===== src/design/csv_decimal_field_parser_top_defines.svh =====
// ----------------------------------------------------------------------------
// CSV decimal field parser: assertion macros
// Shared concurrent assertion shorthands, one clock and one synchronous reset.
// ----------------------------------------------------------------------------
`ifndef CSV_DECIMAL_FIELD_PARSER_TOP_DEFINES_SVH
`define CSV_DECIMAL_FIELD_PARSER_TOP_DEFINES_SVH

// Same-cycle implication, checked outside reset.
`define CDFP_ASSERT_NOW(label, clk, rst, ante, cons, msg) \
   label: assert property (@(posedge clk) disable iff (rst) (ante) |-> (cons)) \
      else $error(msg);

// Next-cycle implication, checked outside reset.
`define CDFP_ASSERT_NEXT(label, clk, rst, ante, cons, msg) \
   label: assert property (@(posedge clk) disable iff (rst) (ante) |=> (cons)) \
      else $error(msg);

`endif


===== src/design/cdfp_pkg.sv =====
// ----------------------------------------------------------------------------
// cdfp_pkg
// Shared types, character codes, defaults and the byte decoder.
// ----------------------------------------------------------------------------
`default_nettype none

package cdfp_pkg;

   // Default configuration
   localparam int INT_BITS_DEF    = 32;
   localparam int FRAC_BITS_DEF   = 16;
   localparam int MAX_COLUMNS_DEF = 1024;
   localparam int MAX_ROWS_DEF    = 65536;

   // Port widths
   localparam int BYTE_W   = 8;
   localparam int VALUE_W  = 48;
   localparam int COLUMN_W = 10;
   localparam int ROW_W    = 16;
   localparam int DIGIT_W  = 4;
   localparam int FCNT_W   = 3;

   // Fraction digits beyond this count add nothing
   localparam logic [FCNT_W-1:0] FRAC_DIGITS_MAX = 3'd7;

   // Character codes
   localparam logic [BYTE_W-1:0] CH_ZERO    = 8'h30;
   localparam logic [BYTE_W-1:0] CH_NINE    = 8'h39;
   localparam logic [BYTE_W-1:0] CH_POINT   = 8'h2E;
   localparam logic [BYTE_W-1:0] CH_COMMA   = 8'h2C;
   localparam logic [BYTE_W-1:0] CH_NEWLINE = 8'h0A;

   // Parse phase, one-hot
   typedef enum logic [2:0] {
      PH_INT  = 3'b001,
      PH_FRAC = 3'b010,
      PH_SKIP = 3'b100
   } cdfp_phase_type;

   // Decoded byte class
   typedef struct packed {
      logic               digit;
      logic [DIGIT_W-1:0] digit_val;
      logic               point;
      logic               sep;
      logic               newline;
   } cdfp_dec_type;

   // Per-cycle control from the input stage to the units
   typedef struct packed {
      logic step;     // byte in the input register is consumed this cycle
      logic sep;      // it is a separator
      logic newline;  // it is a newline
   } cdfp_ctl_type;

   function automatic cdfp_dec_type cdfp_decode(input logic [BYTE_W-1:0] ch);
      cdfp_dec_type       dec;
      logic [BYTE_W-1:0]  offs;
      offs          = ch - CH_ZERO;
      dec.digit     = (ch >= CH_ZERO) && (ch <= CH_NINE);
      dec.digit_val = dec.digit ? offs[DIGIT_W-1:0] : '0;
      dec.point     = (ch == CH_POINT);
      dec.newline   = (ch == CH_NEWLINE);
      dec.sep       = (ch == CH_COMMA) || dec.newline;
      return dec;
   endfunction

endpackage

`default_nettype wire


===== src/design/cdfp_field_acc.sv =====
// ----------------------------------------------------------------------------
// cdfp_field_acc
// Per-field number accumulator: integer digits, fraction digits, skip phase.
// ----------------------------------------------------------------------------
`default_nettype none
`include "csv_decimal_field_parser_top_defines.svh"

module cdfp_field_acc #(
   parameter int INT_BITS  = 32,
   parameter int FRAC_BITS = 16
) (
   input  wire logic                           clock,
   input  wire logic                           reset,
   input  wire cdfp_pkg::cdfp_ctl_type         ctl,
   input  wire cdfp_pkg::cdfp_dec_type         dec,
   output logic [cdfp_pkg::VALUE_W-1:0]        field_value,
   output logic                                overflow
);
   import cdfp_pkg::*;

   localparam int IW = INT_BITS + DIGIT_W;
   localparam int FW = FRAC_BITS + DIGIT_W;

   // Rounded weights of fraction digits one to seven
   localparam logic [FRAC_BITS-1:0] WEIGHT [0:6] = '{
      FRAC_BITS'(((2 ** FRAC_BITS) + 5) / 10),
      FRAC_BITS'(((2 ** FRAC_BITS) + 50) / 100),
      FRAC_BITS'(((2 ** FRAC_BITS) + 500) / 1000),
      FRAC_BITS'(((2 ** FRAC_BITS) + 5000) / 10000),
      FRAC_BITS'(((2 ** FRAC_BITS) + 50000) / 100000),
      FRAC_BITS'(((2 ** FRAC_BITS) + 500000) / 1000000),
      FRAC_BITS'(((2 ** FRAC_BITS) + 5000000) / 10000000)
   };

   cdfp_phase_type        phase_ff, phase_in;
   logic [INT_BITS-1:0]   int_ff, int_in;
   logic [FRAC_BITS-1:0]  frac_ff, frac_in;
   logic [FCNT_W-1:0]     fcnt_ff, fcnt_in;
   logic                  ovf_ff, ovf_in;

   logic [IW-1:0]         int_ext;
   logic [IW-1:0]         int_next;
   logic [FRAC_BITS-1:0]  weight;
   logic [FW-1:0]         frac_next;
   logic [INT_BITS+FRAC_BITS-1:0] value_full;

   // Times ten plus digit, as two shifts and adds
   assign int_ext  = IW'(int_ff);
   assign int_next = (int_ext << 3) + (int_ext << 1) + IW'(dec.digit_val);

   // Weighted fraction digit
   assign weight    = (fcnt_ff == FRAC_DIGITS_MAX) ? '0 : WEIGHT[fcnt_ff];
   assign frac_next = FW'(frac_ff) + (FW'(dec.digit_val) * FW'(weight));

   // Next state
   always_comb begin
      phase_in = phase_ff;
      int_in   = int_ff;
      frac_in  = frac_ff;
      fcnt_in  = fcnt_ff;
      ovf_in   = ovf_ff;
      if (ctl.step) begin
         if (ctl.sep) begin
            phase_in = PH_INT;
            int_in   = '0;
            frac_in  = '0;
            fcnt_in  = '0;
            ovf_in   = 1'b0;
         end else begin
            case (phase_ff)
               PH_INT: begin
                  if (dec.digit) begin
                     if (int_next[IW-1:INT_BITS] != '0) begin
                        int_in = '1;
                        ovf_in = 1'b1;
                     end else begin
                        int_in = int_next[INT_BITS-1:0];
                     end
                  end else if (dec.point) begin
                     phase_in = PH_FRAC;
                  end else begin
                     phase_in = PH_SKIP;
                  end
               end
               PH_FRAC: begin
                  if (dec.digit) begin
                     if (fcnt_ff != FRAC_DIGITS_MAX) begin
                        frac_in = (frac_next[FW-1:FRAC_BITS] != '0) ? '1
                                  : frac_next[FRAC_BITS-1:0];
                        fcnt_in = fcnt_ff + 1'b1;
                     end
                  end else begin
                     phase_in = PH_SKIP;
                  end
               end
               default: ;
            endcase
         end
      end
   end

   always_ff @(posedge clock) begin
      if (reset) begin
         phase_ff <= PH_INT;
         int_ff   <= '0;
         frac_ff  <= '0;
         fcnt_ff  <= '0;
         ovf_ff   <= 1'b0;
      end else begin
         phase_ff <= phase_in;
         int_ff   <= int_in;
         frac_ff  <= frac_in;
         fcnt_ff  <= fcnt_in;
         ovf_ff   <= ovf_in;
      end
   end

   // Fraction is below one, so the fixed-point sum is a concatenation
   assign value_full  = {int_ff, frac_ff};
   assign field_value = VALUE_W'(value_full);
   assign overflow    = ovf_ff;

   `CDFP_ASSERT_NEXT(a_sep_clears, clock, reset, ctl.step && ctl.sep,
      (phase_ff == PH_INT) && (int_ff == '0) && (frac_ff == '0) && !ovf_ff,
      "field state not cleared after separator")
   `CDFP_ASSERT_NOW(a_ovf_sat, clock, reset, ovf_ff, int_ff == '1,
      "overflow flag set without saturated integer part")

endmodule

`default_nettype wire


===== src/design/cdfp_pos_count.sv =====
// ----------------------------------------------------------------------------
// cdfp_pos_count
// Column and row counters, both saturating at their limits.
// ----------------------------------------------------------------------------
`default_nettype none
`include "csv_decimal_field_parser_top_defines.svh"

module cdfp_pos_count #(
   parameter int MAX_COLUMNS = 1024,
   parameter int MAX_ROWS    = 65536
) (
   input  wire logic                        clock,
   input  wire logic                        reset,
   input  wire cdfp_pkg::cdfp_ctl_type      ctl,
   output logic [cdfp_pkg::COLUMN_W-1:0]    column_index,
   output logic [cdfp_pkg::ROW_W-1:0]       row_index
);
   import cdfp_pkg::*;

   localparam int CW = $clog2(MAX_COLUMNS);
   localparam int RW = $clog2(MAX_ROWS);
   localparam logic [CW-1:0] COL_LAST = CW'(MAX_COLUMNS - 1);
   localparam logic [RW-1:0] ROW_LAST = RW'(MAX_ROWS - 1);

   logic [CW-1:0] col_ff, col_in;
   logic [RW-1:0] row_ff, row_in;

   // Advance on each separator
   always_comb begin
      col_in = col_ff;
      row_in = row_ff;
      if (ctl.step && ctl.sep) begin
         if (ctl.newline) begin
            col_in = '0;
            if (row_ff < ROW_LAST) begin
               row_in = row_ff + 1'b1;
            end
         end else if (col_ff < COL_LAST) begin
            col_in = col_ff + 1'b1;
         end
      end
   end

   always_ff @(posedge clock) begin
      if (reset) begin
         col_ff <= '0;
         row_ff <= '0;
      end else begin
         col_ff <= col_in;
         row_ff <= row_in;
      end
   end

   assign column_index = COLUMN_W'(col_ff);
   assign row_index    = ROW_W'(row_ff);

   `CDFP_ASSERT_NEXT(a_nl_col_zero, clock, reset, ctl.step && ctl.sep && ctl.newline,
      col_ff == '0, "column not restarted after newline")

endmodule

`default_nettype wire


===== src/design/csv_decimal_field_parser_top.sv =====
// The input register, then the result register, lie between a separator byte
//   taken and its result; a separator waits there while a result is stalled.
// Throughput: one byte per cycle unless a separator waits on a stalled result.
// Reset (synchronous, active high) clears the field state, column and row
//   counters and both valid flags; no clearing pass.
// ----------------------------------------------------------------------------
// csv_decimal_field_parser_top
// Byte-stream CSV parser giving one fixed-point value per field.
// ----------------------------------------------------------------------------
`default_nettype none
`include "csv_decimal_field_parser_top_defines.svh"

module csv_decimal_field_parser_top #(
   parameter int INT_BITS    = cdfp_pkg::INT_BITS_DEF,
   parameter int FRAC_BITS   = cdfp_pkg::FRAC_BITS_DEF,
   parameter int MAX_COLUMNS = cdfp_pkg::MAX_COLUMNS_DEF,
   parameter int MAX_ROWS    = cdfp_pkg::MAX_ROWS_DEF
) (
   input  wire logic                          clock,
   input  wire logic                          reset,
   input  wire logic                          req_valid,
   output logic                               req_stall,
   input  wire logic [cdfp_pkg::BYTE_W-1:0]   req_text_byte,
   output logic                               rsp_valid,
   input  wire logic                          rsp_stall,
   output logic [cdfp_pkg::VALUE_W-1:0]       rsp_field_value,
   output logic [cdfp_pkg::COLUMN_W-1:0]      rsp_column_index,
   output logic [cdfp_pkg::ROW_W-1:0]         rsp_row_index,
   output logic                               rsp_row_end,
   output logic                               rsp_overflow
);
   import cdfp_pkg::*;

   logic                 byte_vld_ff, byte_vld_in;
   logic [BYTE_W-1:0]    byte_ff;
   logic                 byte_load;
   logic                 proc_stall;
   cdfp_dec_type         dec;
   cdfp_ctl_type         ctl;

   logic [VALUE_W-1:0]   acc_value;
   logic                 acc_ovf;
   logic [COLUMN_W-1:0]  pos_col;
   logic [ROW_W-1:0]     pos_row;

   logic                 rsp_vld_ff, rsp_vld_in;
   logic [VALUE_W-1:0]   value_ff;
   logic [COLUMN_W-1:0]  col_ff;
   logic [ROW_W-1:0]     row_ff;
   logic                 row_end_ff;
   logic                 ovf_ff;
   logic                 emit;

   // Input register handshake
   assign dec        = cdfp_decode(byte_ff);
   assign proc_stall = dec.sep && rsp_vld_ff && rsp_stall;
   assign req_stall  = byte_vld_ff && proc_stall;
   assign byte_load  = req_valid && !req_stall;

   assign ctl.step    = byte_vld_ff && !proc_stall;
   assign ctl.sep     = dec.sep;
   assign ctl.newline = dec.newline;
   assign emit        = ctl.step && dec.sep;

   always_comb begin
      byte_vld_in = byte_vld_ff;
      if (byte_load) begin
         byte_vld_in = 1'b1;
      end else if (ctl.step) begin
         byte_vld_in = 1'b0;
      end
   end

   always_ff @(posedge clock) begin
      if (reset) begin
         byte_vld_ff <= 1'b0;
      end else begin
         byte_vld_ff <= byte_vld_in;
      end
   end

   always_ff @(posedge clock) begin
      if (byte_load) begin
         byte_ff <= req_text_byte;
      end
   end

   cdfp_field_acc #(
      .INT_BITS  (INT_BITS),
      .FRAC_BITS (FRAC_BITS)
   ) u_field_acc (
      .clock       (clock),
      .reset       (reset),
      .ctl         (ctl),
      .dec         (dec),
      .field_value (acc_value),
      .overflow    (acc_ovf)
   );

   cdfp_pos_count #(
      .MAX_COLUMNS (MAX_COLUMNS),
      .MAX_ROWS    (MAX_ROWS)
   ) u_pos_count (
      .clock        (clock),
      .reset        (reset),
      .ctl          (ctl),
      .column_index (pos_col),
      .row_index    (pos_row)
   );

   // Result register
   always_comb begin
      rsp_vld_in = rsp_vld_ff;
      if (emit) begin
         rsp_vld_in = 1'b1;
      end else if (!rsp_stall) begin
         rsp_vld_in = 1'b0;
      end
   end

   always_ff @(posedge clock) begin
      if (reset) begin
         rsp_vld_ff <= 1'b0;
      end else begin
         rsp_vld_ff <= rsp_vld_in;
      end
   end

   always_ff @(posedge clock) begin
      if (emit) begin
         value_ff   <= acc_value;
         col_ff     <= pos_col;
         row_ff     <= pos_row;
         row_end_ff <= dec.newline;
         ovf_ff     <= acc_ovf;
      end
   end

   assign rsp_valid        = rsp_vld_ff;
   assign rsp_field_value  = value_ff;
   assign rsp_column_index = col_ff;
   assign rsp_row_index    = row_ff;
   assign rsp_row_end      = row_end_ff;
   assign rsp_overflow     = ovf_ff;

   `CDFP_ASSERT_NEXT(a_emit_valid, clock, reset, emit, rsp_vld_ff,
      "separator consumed without a result")
   `CDFP_ASSERT_NEXT(a_no_spurious, clock, reset, !rsp_vld_ff && !emit, !rsp_vld_ff,
      "result appeared without a separator")
   `CDFP_ASSERT_NOW(a_no_overwrite, clock, reset, rsp_vld_ff && rsp_stall, !emit,
      "pending result overwritten")

endmodule

`default_nettype wire

===== config.mk =====
export PLATFORM = sky130hd
export DESIGN_NAME = csv_decimal_field_parser_top
export DESIGN_NICKNAME = d
export VERILOG_FILES = /design/src/design/cdfp_pkg.sv /design/src/design/cdfp_field_acc.sv /design/src/design/cdfp_pos_count.sv /design/src/design/csv_decimal_field_parser_top.sv
export VERILOG_INCLUDE_DIRS = /design/src /design/src/design
export SDC_FILE = /design/constraint.sdc
export NUM_CORES = 1
export LEC_CHECK = 0
export BUFFER_PORTS_ARGS = -buffer_cell sky130_fd_sc_hd__buf_2
export CAP_MARGIN = 10
export CORE_MARGIN = 2
export CORE_UTILIZATION = 50
export DETAILED_ROUTE_END_ITERATION = 6
export GPL_TIMING_DRIVEN = 0
export HOLD_SLACK_MARGIN = 0.03
export MAX_ROUTING_LAYER = met4
export PLACE_DENSITY = 0.69
export SYNTH_ARGS = -nofsm -noshare
export SYNTH_HDL_FRONTEND = slang
export SYNTH_SLANG_ARGS = --single-unit

===== constraint.sdc =====
create_clock -name clock -period 5.7 [get_ports clock]
set_clock_uncertainty 0.15 [all_clocks]
set_input_delay 0.855 -clock clock [delete_from_list [all_inputs] [get_ports clock]]
set_output_delay 0.855 -clock clock [all_outputs]
set_load 0.01 [all_outputs]

Word-level counts from Yosys, hierarchy flattened
Memory sizes are Yosys's and may differ from the RTL's.
Index checks and enable logic that the tools add are counted.
W data, S select, Z words.
Operators by class
  bitwise logic cells: 1
  div/mod/pow operators: 0
  order comparisons: 5
  add/sub/neg operators: 7
  $mul: 1
  muxes and demuxes: 32
  reductions and logical operators: 26
  shift-type cells: 0
  equality and inequality tests: 10
Operators with widths (count)
  $mux W16: 8
  $mux W32: 4
  $add A35 B33 Y36: 1
  $add A36 B4 Y36: 1
  $mux W3: 8
  $add A16 B20 Y20: 1
  $mul A4 B16 Y20: 1
  $mux W10: 2
  $add A16 B1 Y16 const B: 1
  $eq A8 B6 Y1 const B: 2
  $lt A16 B16 Y1 const B: 1
  $reduce_bool A2 Y1: 7
  $reduce_and A4 Y1: 3
  $add A10 B1 Y10 const B: 1
  $lt A10 B10 Y1 const B: 1
  $ne A3 B3 Y1 const B: 3
  $eq A8 B4 Y1 const B: 1
  $ge A8 B6 Y1 const B: 1
  $le A8 B6 Y1 const B: 1
  $mux W1: 8
  $reduce_bool A4 Y1: 2
  $logic_and A1 B1 Y1: 7
  $pmux W3 S2: 1
  $reduce_and A3 Y1: 2
  13 further kinds: 14
Word-level totals
  input port bits: 12
  memories kept: 1
  output and inout port bits: 78
  bits in writable memories: 0
  memory bits (read-only): 128
  bits in latches: 0
  flip-flop bits (word level): 167
  word-level logic and storage cells: 98
Memories
  (no name shown): depth 8, width 16, read ports 1, clocked after Yosys merged registers in 0, write ports 0, RTL line cdfp_field_acc.sv:52  | assign weight = (fcnt_ff == FRAC_DIGITS_MAX) ? '0 : WEIGHT[fcnt_ff];

Longest topological paths before layout
  depth after elaboration: 13
  mapped depth: 20
  depth with buffers taken out: 19

Cells and area by module
A second synthesis with hierarchy kept.
Unflattened totals
  cell total of the unflattened synthesis: 1031
  area total of the unflattened synthesis: 10351.2 sq um
Modules (own cells, without submodules)
  cdfp_field_acc: cells each 754, area an instance 6217.2 sq um, seq. area each 1101.1 sq um, times used 1
  csv_decimal_field_parser_top: cells each 115, area an instance 2770.2 sq um, seq. area each 2562.5 sq um, times used 1
  cdfp_pos_count: cells each 162, area an instance 1363.8 sq um, seq. area each 520.5 sq um, times used 1

Worst setup path before layout
OpenSTA, ideal clock, no wires.
  kind: reg2reg
  start point: register byte_ff[2]
  end point: register u_field_acc.frac_ff[10]
  stages on the path, launching flop included: 21
  arrival time: 5054 ps
  path buffers: 2
  library setup time: 58 ps
  required time: 5492 ps
  path slack: 438 ps
  clock period less this slack: 5262 ps
  path through: edfxtp_1 > o21ai_0 > and4_1 > clkbuf_1 > nand2_1 > nor3_1 > fa_1 > fa_1 > inv_1 > fa_1 > inv_1 > ha_1 > a21o_1 > a21oi_1 > nor2b_1 > a311oi_1 > a21o_1 > a21oi_1 > o21ai_1 > clkbuf_1 > o21a_1
Between the ends
  word-level cells in the longest chain between the ends: 11
  elaborated cells between the ends (all ways): 24
  those cells by class: add/sub: 2; mul: 1; order compare: 2; eq/ne: 2; mux: 6; reduce/logical: 11
RTL lines
  start, declared: RTL line csv_decimal_field_parser_top.sv:35  | logic [BYTE_W-1:0] byte_ff;
  start signal, assigned: RTL line csv_decimal_field_parser_top.sv:84  | byte_ff <= req_text_byte;
  $ge A8 B6 Y1 / $le A8 B6 Y1 (equally long branches): RTL line cdfp_pkg.sv:60  | dec.digit = (ch >= CH_ZERO) && (ch <= CH_NINE);
  $logic_and A1 B1 Y1: RTL line cdfp_pkg.sv:60
  $mux W4: RTL line cdfp_pkg.sv:61  | dec.digit_val = dec.digit ? offs[DIGIT_W-1:0] : '0;
  $mul A4 B16 Y20: RTL line cdfp_field_acc.sv:53  | assign frac_next = FW'(frac_ff) + (FW'(dec.digit_val) * FW'(weight));
  $add A16 B20 Y20: RTL line cdfp_field_acc.sv:53
  $reduce_bool A4 Y1: RTL line cdfp_field_acc.sv:88  | frac_in = (frac_next[FW-1:FRAC_BITS] != '0) ? '1
  $mux W16: RTL line cdfp_field_acc.sv:88
  $mux W16: RTL line cdfp_field_acc.sv:87  | if (fcnt_ff != FRAC_DIGITS_MAX) begin
  $mux W16: RTL line cdfp_field_acc.sv:86  | if (dec.digit) begin
  $mux W16: RTL line cdfp_field_acc.sv:70  | case (phase_ff)
  $mux W16: RTL line cdfp_field_acc.sv:63  | if (ctl.sep) begin
  end signal, assigned: RTL line cdfp_field_acc.sv:112  | frac_ff <= frac_in;
  end, declared: RTL line cdfp_field_acc.sv:37  | logic [FRAC_BITS-1:0] frac_ff, frac_in;
Parallel ways exist; a longest one is shown, timed or not. The select of a mux whose other input is x is not followed.
A chain may end at the register's enable or synchronous reset.

Final worst setup path
  start point: register byte_ff[1]
  end point: register u_field_acc.frac_ff[3]
Same word-level chain as after synthesis.

==> key figures <==
Place
  • Count of buffers from port buffering: 89
  • Number of cells in the design after placement: 1415
  • Half-perimeter wire length of the detailed placement result: 16.8 mm
  • Placer Congestion: 0.888

GRT
  • Largest net degree at the start of global routing: 59
  • Via count of the first global-routing pass: 7360
  • Number of antenna violations at the first check in global routing: 0
  • Total global routing overflow: 0
  • Wire length of the first global-routing pass: 36.3 mm
  • Total Routing Usage GR: 21.5%

Critical path
  • Critical path type: reg2reg
  • Startpoint of the most critical register-to-register path: byte_ff[1]$_DFFE_PP_
  • Capturing element of the worst setup path: u_field_acc.frac_ff[3]$_SDFFE_PP0P_
  • CP startpoint kind: register
  • Minimum setup slack among reg-to-reg paths: 0.40 ns
  • Highest net fanout along the worst path: 16
  • Arrival time at the worst endpoint: 5.48 ns
  • Reg-to-Reg End: u_field_acc.frac_ff[3]$_SDFFE_PP0P_
  • Origin of the worst setup path: byte_ff[1]$_DFFE_PP_
  • Depth of the worst register-to-register path: 17
  • Data required time of the worst path: 5.87 ns
  • CP endpoint kind: register

Timing
  • Max transition margin: 37.1%
  • Setup repair after global routing missed its margin: no
  • Time the worst path needs with I/O delays and setup: 5.30 ns
  • Number of setup violations in the final report: 0
  • Pin slew with the least headroom to its limit: 0.934 ns
  • Period utilization: 93.1%
  • Highest clock rate: 189 MHz
  • Final number of hold-violating endpoints: 0
  • Number of pins exceeding their max-slew limit in the final report: 0

Pwr
  • Clock Power Share: 46.5%
  • Internal power contribution: 0.00192 W
  • Leakage Power: 5.28 nW
  • Switching power of the nets: 0.000604 W
  • Combinational fraction of design power: 3.2%
  • Fraction of power spent switching nets: 24.0%
  • VDD IR-drop max: 0.000219 V
  • Pwr/cell area: 216 mW/mm2
  • Part of the total power dissipated in sequential elements: 50.3%

Clock tree
  • Clock tree from TritonCTS: yes
  • Buffer depth of the longest clock path: 2
  • H-tree level count: 4
  • TritonCTS sink count: 167
  • Clock edge transition at the registers on the reported setup and hold paths: 0.07 ns
  • Insertion delay of the later-clocked pin in the worst-skew pair: 0.43 ns
  • Clock tree root driver cell: sky130_fd_sc_hd__clkbuf_16
  • Hold-fix buffer count after cts: 0
  • TritonCTS Buffers: 17

Finish
  • Final core utilization: 58.1%
  • Area occupied by multi-input gates: 0.00559 mm2
  • Fillcell total: 1736
  • Post-layout instance count excluding filler cells: 1448
  • Area of all sequential standard cells: 0.00418 mm2
  • Number of nets in the final layout: 1310
  • Diode count: 0
  • Layout cells sized above 1: 13.2%
  • Layout overhead on the synthesized area: 14.6%

Logic synthesis
  • Synth Register Bits: 167
  • Share of synthesized registers carrying an async set or reset: 0%
  • Sequential fraction of the synthesis area: 41.0%
  • Syn_nets: 1200
  • Cell type contributing the most total cell area after synthesis: sky130_fd_sc_hd__edfxtp_1
  • Mean post-synth cell area: 9.66 um2
  • Most used standard cells in the synthesized netlist: sky130_fd_sc_hd__a21oi_1, sky130_fd_sc_hd__ha_1, sky130_fd_sc_hd__nand2_1
  • Share of the synthesized area in the top cell type: 24.7%
  • Most repeated cell in the gate-level netlist after synthesis: sky130_fd_sc_hd__a21oi_1
  • Number of unique standard cell types used by synthesis: 60
  • Post-synthesis instance area: 0.0102 mm2
  • Total of warnings raised by yosys: 0
  • EDFF count, synth: 84
  • Synthesized netlist cell count: 1055
  • Most common flop cell mapped by yosys: sky130_fd_sc_hd__edfxtp_1
  • Main area contributors after synthesis: sky130_fd_sc_hd__edfxtp_1, sky130_fd_sc_hd__dfxtp_1, sky130_fd_sc_hd__ha_1, sky130_fd_sc_hd__fa_1, sky130_fd_sc_hd__a21oi_1

Floorplan
  • DIE HEIGHT: 147 um
  • Core Area: 0.0201 mm2
  • I/O pins: 90
  • Chip width: 147 um
  • Row count: 52
  • Initial core utilization: 50.7%
  • Full die area: 0.0215 mm2

Flow run
  • Max-cap violations: 0

Routing
  • Remaining antenna violation count after routing: 0
  • Total DRC errors in the routed layout: 0
  • DRT iter0 DRCs: 337
  • Routed via count: 7944
  • Wirelength per Cell: 15.3 um
  • Number of detailed-routing iterations run before antenna repair: 4
  • Per-cell via count in the routed design: 5.49
  • Total routed wirelength: 22.2 mm

Run status
  • Run status: finished, final reports clean

Min path
  • HP Class: reg2reg
  • Hold path cells: 0
==> layout by cell type, fill, tap and decap left out, types with 3 or more instances in the layout <==
cell,instances
sky130_fd_sc_hd__a211oi_1,7
sky130_fd_sc_hd__a21o_1,21
sky130_fd_sc_hd__a21oi_1,105
sky130_fd_sc_hd__a31oi_1,9
sky130_fd_sc_hd__and3_1,6
sky130_fd_sc_hd__buf_2,91
sky130_fd_sc_hd__buf_4,3
sky130_fd_sc_hd__clkbuf_1,36
sky130_fd_sc_hd__clkbuf_16,17
sky130_fd_sc_hd__dfxtp_1,83
sky130_fd_sc_hd__edfxtp_1,84
sky130_fd_sc_hd__fa_1,30
sky130_fd_sc_hd__ha_1,103
sky130_fd_sc_hd__inv_1,86
sky130_fd_sc_hd__inv_6,4
sky130_fd_sc_hd__inv_8,5
sky130_fd_sc_hd__nand2_1,90
sky130_fd_sc_hd__nand2_2,3
sky130_fd_sc_hd__nand2b_1,10
sky130_fd_sc_hd__nand3_1,23
sky130_fd_sc_hd__nand4_1,13
sky130_fd_sc_hd__nor2_1,83
sky130_fd_sc_hd__nor2b_1,3
sky130_fd_sc_hd__nor3_1,18
sky130_fd_sc_hd__nor4_1,5
sky130_fd_sc_hd__o211ai_1,4
sky130_fd_sc_hd__o21a_1,21
sky130_fd_sc_hd__o21ai_0,40
sky130_fd_sc_hd__o21ai_1,3
sky130_fd_sc_hd__o21bai_1,3
sky130_fd_sc_hd__o2bb2ai_1,3
sky130_fd_sc_hd__o31a_1,28
sky130_fd_sc_hd__o31ai_1,3
sky130_fd_sc_hd__or2_2,7
sky130_fd_sc_hd__or3_1,15
sky130_fd_sc_hd__or3b_2,3
sky130_fd_sc_hd__xnor2_1,28
sky130_fd_sc_hd__xor2_1,29
==> worst max-delay path, stage by stage, from the launching register on <==
cell and delay, ns:
sky130_fd_sc_hd__edfxtp_1 0.45, sky130_fd_sc_hd__o21ai_1 0.21, sky130_fd_sc_hd__and4_4 0.31, sky130_fd_sc_hd__nand2_2 0.16
sky130_fd_sc_hd__or2_2 0.35, sky130_fd_sc_hd__fa_1 0.56, sky130_fd_sc_hd__fa_1 0.44, sky130_fd_sc_hd__fa_1 0.51
sky130_fd_sc_hd__inv_1 0.04, sky130_fd_sc_hd__ha_1 0.33, sky130_fd_sc_hd__a21o_1 0.20, sky130_fd_sc_hd__a211oi_2 0.29
sky130_fd_sc_hd__o21ai_1 0.15, sky130_fd_sc_hd__a41oi_2 0.28, sky130_fd_sc_hd__nand4b_1 0.14, sky130_fd_sc_hd__a21oi_2 0.18
sky130_fd_sc_hd__o21ai_4 0.19, sky130_fd_sc_hd__o21a_1 0.25
==> power groups by stage <==
| stage | logic, W | registers, W | clock network, W |
|---|---|---|---|
| 2_1_floorplan | 0.0000554 | 0.00129 | 0 |
| 3_3_place_gp | 0.0000767 | 0.00129 | 0 |
| 5_1_grt | 0.0000909 | 0.00127 | 0.00123 |
| 6_report | 0.0000806 | 0.00127 | 0.00117 |
| 3_5_place_dp | 0.0000781 | 0.00130 | 0 |
| 4_1_cts | 0.0000790 | 0.00127 | 0.00119 |
==> registers in the layout, summed over array words and instances (netlist names) <==
register,count
rsp_row_end,1
u_field_acc.phase_ff,3
rsp_valid,1
u_field_acc.fcnt_ff,3
u_pos_count.column_index,10
u_field_acc.overflow,1
rsp_row_index,16
rsp_overflow,1
u_pos_count.row_index,16
rsp_field_value,48
rsp_column_index,10
u_field_acc.frac_ff,16
u_field_acc.int_ff,32
byte_vld_ff,1
byte_ff,8
==> per-layer routing <==
layer / track usage [%] / vias to the layer above / wire [um]
met5: - / - / 0
met4: 6.02 / 0 / 360
met3: 2.95 / 26 / 811
met2: 33.4 / 167 / 10100
met1: 29.7 / 3758 / 11000
li1: - / 3993 / -
==> layout make-up <==
class | instances | share of cell area (%)
clock buffer | 17 | 3.64
clock inverter | 15 | 1.52
sequential | 167 | 35.8
multi-input combinational | 760 | 47.8
inverter | 87 | 2.82
buffer | 39 | 1.27
tap | 270 | 2.89
timing repair buffer | 93 | 4.24
==> logic make-up after synthesis <==
group                      Yosys count  synth area share, %
AOI/OAI and AO/OA                  273                 17.0
DFF                                167                 41.0
buffers and inverters              128                 4.74
and+or+nand+nor                    297                 13.8
adders and majority gates          133                 18.5
xor gates and xnor gates            57                 4.90
==> worst min path at each step <==
stage | from | endpoint | slack, ns
after floorplan | u_field_acc.overflow$_SDFFE_PP0P_ | rsp_overflow$_DFFE_PP_ | 0.26
after global placement | u_field_acc.overflow$_SDFFE_PP0P_ | rsp_overflow$_DFFE_PP_ | 0.28
after detailed placement | u_field_acc.overflow$_SDFFE_PP0P_ | rsp_overflow$_DFFE_PP_ | 0.28
after CTS | u_field_acc.overflow$_SDFFE_PP0P_ | rsp_overflow$_DFFE_PP_ | 0.30
after global routing | u_field_acc.overflow$_SDFFE_PP0P_ | rsp_overflow$_DFFE_PP_ | 0.32
final | u_field_acc.overflow$_SDFFE_PP0P_ | rsp_overflow$_DFFE_PP_ | 0.29
==> per-stage QoR <==
step           cell area [um2]  power [W]  hold slack, ns  worst slack, ns  setup TNS (ns)
6_report                 11700    0.00252           0.293            0.395               0
5_1_grt                  11700    0.00259           0.315           0.0680               0
4_1_cts                  11700    0.00253           0.296           0.0385               0
3_5_place_dp             11000    0.00137           0.279           -0.795           -9.57
3_3_place_gp             11000    0.00137           0.279           -0.726           -8.36
2_1_floorplan            10200    0.00135           0.259            0.438               0
==> repair_timing <==
item	4_1_cts	5_1_grt
pin swaps	1	1
gates resized for setup	11	9
setup endpoints to repair	16	16
cloned	0	0
setup buffers	1	2
(Power assumes the default switching activity.)
